[src/hdl/lruk_pkg.sv]
// Shared types and default sizes for the recent key list.
package lruk_pkg;

  // Default list depth and key width
  localparam int DEPTH_DEF     = 3;
  localparam int KEY_WIDTH_DEF = 16;

  // Commands from the controller to the datapath
  typedef struct packed {
    logic accept;  // take the input key and update the list this cycle
    logic load;    // load one list entry into the output register
    logic last;    // entry being loaded closes the listing
  } lruk_cmd_t;

  // Status from the datapath to the controller
  typedef struct packed {
    logic out_free;  // output register can take a new beat this cycle
  } lruk_stat_t;

endpackage

[src/hdl/lruk_ctrl.sv]
// Controller for the recent key list: accept gating and listing sequencer.
module lruk_ctrl import lruk_pkg::*; #(
  parameter int DEPTH  = DEPTH_DEF,
  parameter int POS_W  = (DEPTH > 1) ? $clog2(DEPTH) : 1,
  parameter int FILL_W = $clog2(DEPTH + 1)
) (
  input  logic              clk,
  input  logic              rst,
  input  logic              in_valid,
  output logic              in_stall,
  input  lruk_stat_t        stat,
  input  logic [FILL_W-1:0] fill,
  output lruk_cmd_t         cmd,
  output logic [POS_W-1:0]  idx
);

  typedef enum logic [0:0] {
    ST_IDLE,
    ST_EMIT
  } state_t;

  state_t state;
  logic   is_last;
  logic   take_ok;

  // Entry at idx is the final one of the current list
  assign is_last = (fill == (FILL_W'(idx) + FILL_W'(1)));

  // A new key is taken when idle, or as the final entry leaves for the output
  always_comb begin
    take_ok    = (state == ST_IDLE) ||
                 ((state == ST_EMIT) && stat.out_free && is_last);
    in_stall   = !take_ok;
    cmd.accept = in_valid && take_ok;
    cmd.load   = (state == ST_EMIT) && stat.out_free;
    cmd.last   = is_last;
  end

  // State and entry index
  always_ff @(posedge clk) begin
    if (rst) begin
      state <= ST_IDLE;
      idx   <= '0;
    end else begin
      case (state)
        ST_IDLE: begin
          if (cmd.accept) begin
            state <= ST_EMIT;
            idx   <= '0;
          end
        end
        ST_EMIT: begin
          if (cmd.load) begin
            if (is_last) begin
              idx   <= '0;
              state <= cmd.accept ? ST_EMIT : ST_IDLE;
            end else begin
              idx <= idx + POS_W'(1);
            end
          end
        end
        default: begin
          state <= ST_IDLE;
          idx   <= '0;
        end
      endcase
    end
  end

endmodule

[src/hdl/lruk_dpath.sv]
// Datapath for the recent key list: entry registers, match/shift update, output register.
module lruk_dpath import lruk_pkg::*; #(
  parameter int DEPTH     = DEPTH_DEF,
  parameter int KEY_WIDTH = KEY_WIDTH_DEF,
  parameter int POS_W     = (DEPTH > 1) ? $clog2(DEPTH) : 1,
  parameter int FILL_W    = $clog2(DEPTH + 1)
) (
  input  logic                 clk,
  input  logic                 rst,
  input  logic [KEY_WIDTH-1:0] key,
  input  lruk_cmd_t            cmd,
  input  logic [POS_W-1:0]     idx,
  output lruk_stat_t           stat,
  output logic [FILL_W-1:0]    fill,
  output logic                 out_valid,
  input  logic                 out_stall,
  output logic [KEY_WIDTH-1:0] entry_key,
  output logic [POS_W-1:0]     position,
  output logic                 last
);

  logic [KEY_WIDTH-1:0] keys [DEPTH];
  logic [FILL_W-1:0]    fill_next;
  logic [POS_W-1:0]     hit_idx;
  logic                 found;
  logic                 full;
  logic [POS_W-1:0]     limit;

  assign full          = (fill == FILL_W'(DEPTH));
  assign stat.out_free = !out_valid || !out_stall;

  // Look up the key among the valid entries; lowest position wins
  always_comb begin
    found   = 1'b0;
    hit_idx = '0;
    for (int i = DEPTH - 1; i >= 0; i--) begin
      if ((FILL_W'(i) < fill) && (keys[i] == key)) begin
        found   = 1'b1;
        hit_idx = POS_W'(i);
      end
    end
  end

  // Entries below limit move back one place; the rest stay put
  always_comb begin
    if (found) begin
      limit     = hit_idx;
      fill_next = fill;
    end else if (full) begin
      limit     = POS_W'(DEPTH - 1);
      fill_next = fill;
    end else begin
      limit     = POS_W'(fill);
      fill_next = fill + FILL_W'(1);
    end
  end

  // Entry registers, no reset: only entries below fill are ever read
  always_ff @(posedge clk) begin
    if (cmd.accept) begin
      keys[0] <= key;
      for (int i = 1; i < DEPTH; i++) begin
        if (POS_W'(i) <= limit) begin
          keys[i] <= keys[i - 1];
        end
      end
    end
  end

  // Fill count
  always_ff @(posedge clk) begin
    if (rst) begin
      fill <= '0;
    end else if (cmd.accept) begin
      fill <= fill_next;
    end
  end

  // Output register: holds a beat until it is taken
  always_ff @(posedge clk) begin
    if (rst) begin
      out_valid <= 1'b0;
    end else if (cmd.load) begin
      out_valid <= 1'b1;
    end else if (!out_stall) begin
      out_valid <= 1'b0;
    end
  end

  always_ff @(posedge clk) begin
    if (cmd.load) begin
      entry_key <= keys[idx];
      position  <= idx;
      last      <= cmd.last;
    end
  end

endmodule

[src/hdl/lru_recent_key_list.sv]
// Top level of the most-recently-used key list.
// Keeps up to DEPTH keys, most recent first. Each accepted key is moved to (or
// inserted at) the front, evicting the oldest entry when the list is full, and
// the whole list is then sent out front to back, one beat per entry, the final
// beat marked by last. A key is taken when the block is idle or in the same
// cycle as the final beat of the previous listing enters the output register,
// so the next key waits until the listing of n entries, where n (1 to DEPTH) is
// the list length after it, is all loaded; the rate is set by the single output
// register, one entry per cycle while downstream does not stall. A downstream
// stall holds the listing and the input stalls with it.
module lru_recent_key_list import lruk_pkg::*; #(
  parameter int DEPTH     = DEPTH_DEF,
  parameter int KEY_WIDTH = KEY_WIDTH_DEF,
  parameter int POS_W     = (DEPTH > 1) ? $clog2(DEPTH) : 1
) (
  input  logic                 clk,
  input  logic                 rst,
  input  logic                 in_valid,
  output logic                 in_stall,
  input  logic [KEY_WIDTH-1:0] key,
  output logic                 out_valid,
  input  logic                 out_stall,
  output logic [KEY_WIDTH-1:0] entry_key,
  output logic [POS_W-1:0]     position,
  output logic                 last
);

  localparam int FILL_W = $clog2(DEPTH + 1);

  lruk_cmd_t         cmd;
  lruk_stat_t        stat;
  logic [FILL_W-1:0] fill;
  logic [POS_W-1:0]  idx;

  lruk_ctrl #(
    .DEPTH  (DEPTH),
    .POS_W  (POS_W),
    .FILL_W (FILL_W)
  ) u_ctrl (
    .clk      (clk),
    .rst      (rst),
    .in_valid (in_valid),
    .in_stall (in_stall),
    .stat     (stat),
    .fill     (fill),
    .cmd      (cmd),
    .idx      (idx)
  );

  lruk_dpath #(
    .DEPTH     (DEPTH),
    .KEY_WIDTH (KEY_WIDTH),
    .POS_W     (POS_W),
    .FILL_W    (FILL_W)
  ) u_dpath (
    .clk       (clk),
    .rst       (rst),
    .key       (key),
    .cmd       (cmd),
    .idx       (idx),
    .stat      (stat),
    .fill      (fill),
    .out_valid (out_valid),
    .out_stall (out_stall),
    .entry_key (entry_key),
    .position  (position),
    .last      (last)
  );

endmodule

[config.mk]
export PLATFORM = sky130hd
export DESIGN_NAME = lru_recent_key_list
export DESIGN_NICKNAME = d
export VERILOG_FILES = /design/src/hdl/lruk_pkg.sv /design/src/hdl/lruk_ctrl.sv /design/src/hdl/lruk_dpath.sv /design/src/hdl/lru_recent_key_list.sv
export SDC_FILE = /design/constraint.sdc
export NUM_CORES = 1
export LEC_CHECK = 0
export ABC_AREA = 1
export BUFFER_PORTS_ARGS = -buffer_cell sky130_fd_sc_hd__buf_2
export CAP_MARGIN = 5
export CORE_MARGIN = 4
export CORE_UTILIZATION = 60
export DETAILED_ROUTE_END_ITERATION = 7
export GPL_ROUTABILITY_DRIVEN = 1
export PLACE_DENSITY = 0.82
export SLEW_MARGIN = 15
export SYNTH_ARGS = -nofsm -noshare
export SYNTH_HDL_FRONTEND = slang
export SYNTH_SLANG_ARGS = --single-unit
[constraint.sdc]
create_clock -name clk -period 7.2 [get_ports clk]
set_input_delay 1.44 -clock clk [delete_from_list [all_inputs] [get_ports clk]]
set_output_delay 1.44 -clock clk [all_outputs]
set_load 0.02 [all_outputs]
==> summary.txt <==
Status
  – Status: finished clean

Cells and area
  – Reg area: between 2000 and 2500 um2
  – Layout cell share with drive strength beyond 1: 16.4%
  – Final Util: between 70 and 80%
  – Synthesis-to-finish area growth: 12.0%
  – Multi-input combinational cell area: 1170 um2
  – N_diodes: 0
  – Final nets: 459
  – Fill cells: 401

Clocking
  – Post-CTS Setup Repair Bufs: 0
  – H-tree Lvls: 3
  – CTS tree: built
  – CTS-repair resized insts: 0
  – Num CTS Buffers: 9
  – Clock Path Buffers: 2
  – Clock sinks: 73
  – Root buf cell: clkbuf_8
  – Post-cts hold buffer count: 0
  – Worst-path clk slew: 0.07 ns
  – Clk Latency, worst-skew pair: 0.34 ns

Floorplan
  – DIE HEIGHT: 85.1 um
  – Core ar.: 5640 um2
  – # IOs: 41
  – Row Count: 27
  – Initial Util: 63.3%
  – Die Wd: 85.1 um
  – Die Footprint: about 7200 um2

Worst setup path
  – Crit-path max FO: 19
  – Reg-to-reg startpoint: u_ctrl.idx[1]
  – Endpoint type of the worst setup path: output pin
  – Worst setup endpoint: in_stall
  – CP arrival: 2.26 ns
  – Reg-to-Reg End: u_dpath.keys[2][0]
  – Worst reg2reg setup slack: between 3 and 4 ns
  – Worst setup SP type: register
  – Critical path data required time: 5.76 ns
  – Reg2Reg Depth: 9
  – CP startpoint: u_ctrl.idx[1]
  – Kind of critical path: register to output pin

Route
  – Vias: 2689
  – Final wirelength: 7650 um
  – Vias per cell: roughly 5.3
  – Remaining DRCs: 0
  – DR pass1 iterations: 5
  – Post-DRT Antenna Nets: 0
  – Avg WL per Cell: 14.9 um
  – Starting DRT DRC Count: between 200 and 250

Timing
  – Slew margin rel.: 39.2%
  – Worst Tran Pin Value: 0.911 ns
  – Max Clock Skew: around 0.0038 ns
  – Max-slew violations: 0
  – Setup TNS: 0 ns
  – RSZ-0062 raised after global routing: no
  – Final Hold Vio Count: 0
  – Final min period: approximately 3.7 ns
  – Maximum achievable frequency: 270 MHz
  – Tcrit/Tclk final: 51.3%
  – Finish-stage setup viols: 0

GRT
  – First-pass GRT wire length: 12400 um
  – GR Overflow Total: 0
  – Overall Global Routing Usage: 22.4%
  – Number of global-route vias before repair: 2641
  – Initial antenna violation count: 0
  – Largest net degree at the start of global routing: 27

Synthesis
  – Synth Area per Inst: 9.20 um2
  – List of most frequent post-synthesis cells: 115 x nand2_1, 67 x edfxtp_1, 50 x inv_1, 40 x nor2_1, 37 x a21oi_1
  – Most numerous cell in the Yosys netlist: nand2_1
  – Synth Flop Type: edfxtp_1
  – Post-synth EDFFs: 67
  – Ranking of synthesized cells by area: edfxtp_1 56%, nand2_1 12%, inv_1 5.3%
  – Synth Cell Area: 3570 um2
  – Register area share after synthesis: 59.7%
  – Post-synth ARST share: 0%
  – Yosys warnings: 0
  – Synth Instances: 388
  – Netlist cell types: 29
  – Yosys top cell area share: between 50% and 60%
  – Seq cells post-synth: 73
  – Leading area contributor after synthesis: edfxtp_1
  – Post-Syn Nets: 412

Pwr
  – Lkg Pwr: 1.82 nW
  – P per Cell Area: around 240 nW/um2
  – Peak VDD IR: 0.154 mV

Run
  – Max-cap violations: 0

Min path
  – Worst Hold Class: register to register

Placement
  – Port bufs: 40
  – Routability congestion estimate: roughly 0.88
  – Detailed placer's ending HPWL: 5320 um
[placed cells by master, fill, tap and decap left out, drive strengths merged, types with 2 or more instances in the layout]
| cell type | n |
|---|---|
| nand2 | 116 |
| buf | 42 |
| o21ai | 18 |
| clkbuf | 12 |
| o211ai | 2 |
| nor3 | 2 |
| inv | 60 |
| nand3 | 10 |
| clkinv | 4 |
| edfxtp | 67 |
| nand4 | 3 |
| ha | 4 |
| xor2 | 8 |
| a21oi | 38 |
| nor2 | 41 |
| dfxtp | 6 |
| xnor2 | 4 |
[metal layers]
layer / share of wire [%] / global-route usage [%] / routed length (um)
met5: 0 / 0 / 0
met4: 2.4 / 10.6 / 180
met3: 5.9 / 3.59 / 453
met2: 49 / 36.8 / 3750
met1: 43 / 29.2 / 3270
[layout make-up]
class | instances | area share, %
multi-input cells | 249 | 29.4
repair buffers | 42 | 5.39
flip-flops and latches | 73 | 53.4
inverters | 60 | 5.70
clock buffers | 12 | 3.38
clock inverters | 4 | 0.501
well taps | 72 | 2.25
[through the flow]
stage                     cells  power (mW)  setup WS (ns)  instance area [um2]  hold slack [ns]
after CTS                   512       0.975           3.53                 4000            0.461
after detailed placement    496       0.713           3.36                 3840            0.447
after global routing        512        1.02           3.38                 4000            0.481
after global placement      496       0.706           3.42                 3840            0.429
after floorplan             388       0.657           3.79                 3570            0.409
final                       512       0.971           3.50                 4000            0.465
[state kept, by name, indices dropped and copies added, names as in the netlist]
signal / cells
u_ctrl.idx: 2
u_ctrl.state: 1
u_dpath.entry_key: 16
u_dpath.fill: 2
u_dpath.keys: 48
u_dpath.last: 1
u_dpath.out_valid: 1
u_dpath.position: 2
[worst min-delay path by stage]
stage	from	to	slack (ns)	cells past startpoint
after floorplan	u_ctrl.idx[1]	u_dpath.position[1]	0.41	0
after global placement	u_dpath.keys[1][2]	u_dpath.keys[2][2]	0.43	0
after detailed placement	u_dpath.keys[1][2]	u_dpath.keys[2][2]	0.45	0
after CTS	u_dpath.keys[1][2]	u_dpath.keys[2][2]	0.46	0
after global routing	u_dpath.keys[1][2]	u_dpath.keys[2][2]	0.48	0
final	u_dpath.keys[1][2]	u_dpath.keys[2][2]	0.46	0
[logic make-up after synthesis]
logic type / count (synthesis) / synth area share [%]
xor+xnor: 12 / 3.16
buf+inv: 66 / 7.33
simple gates: 173 / 19.4
compound gates: 60 / 9.01
fa+ha+maj: 4 / 1.40
flops: 73 / 59.7
[worst max-delay path, stage by stage (launching register included)]
cell	delay, ns
dfxtp_1	0.92
inv_4	0.24
nand2_2	0.14
nand2_1	0.06
nand2_1	0.09
nand4_2	0.13
nand2_1	0.14
inv_1	0.04
buf_2	0.15
[report_power, final]
part | total (mW) | internal, mW | leakage (nW) | switching (mW)
combinational | 0.163 | 0.0541 | 1.06 | 0.108
sequential | 0.542 | 0.513 | 0.677 | 0.0288
clock | 0.267 | 0.123 | 0.0839 | 0.143
total | 0.971 | 0.690 | 1.82 | 0.281
Power figures use the tool's default switching activity.
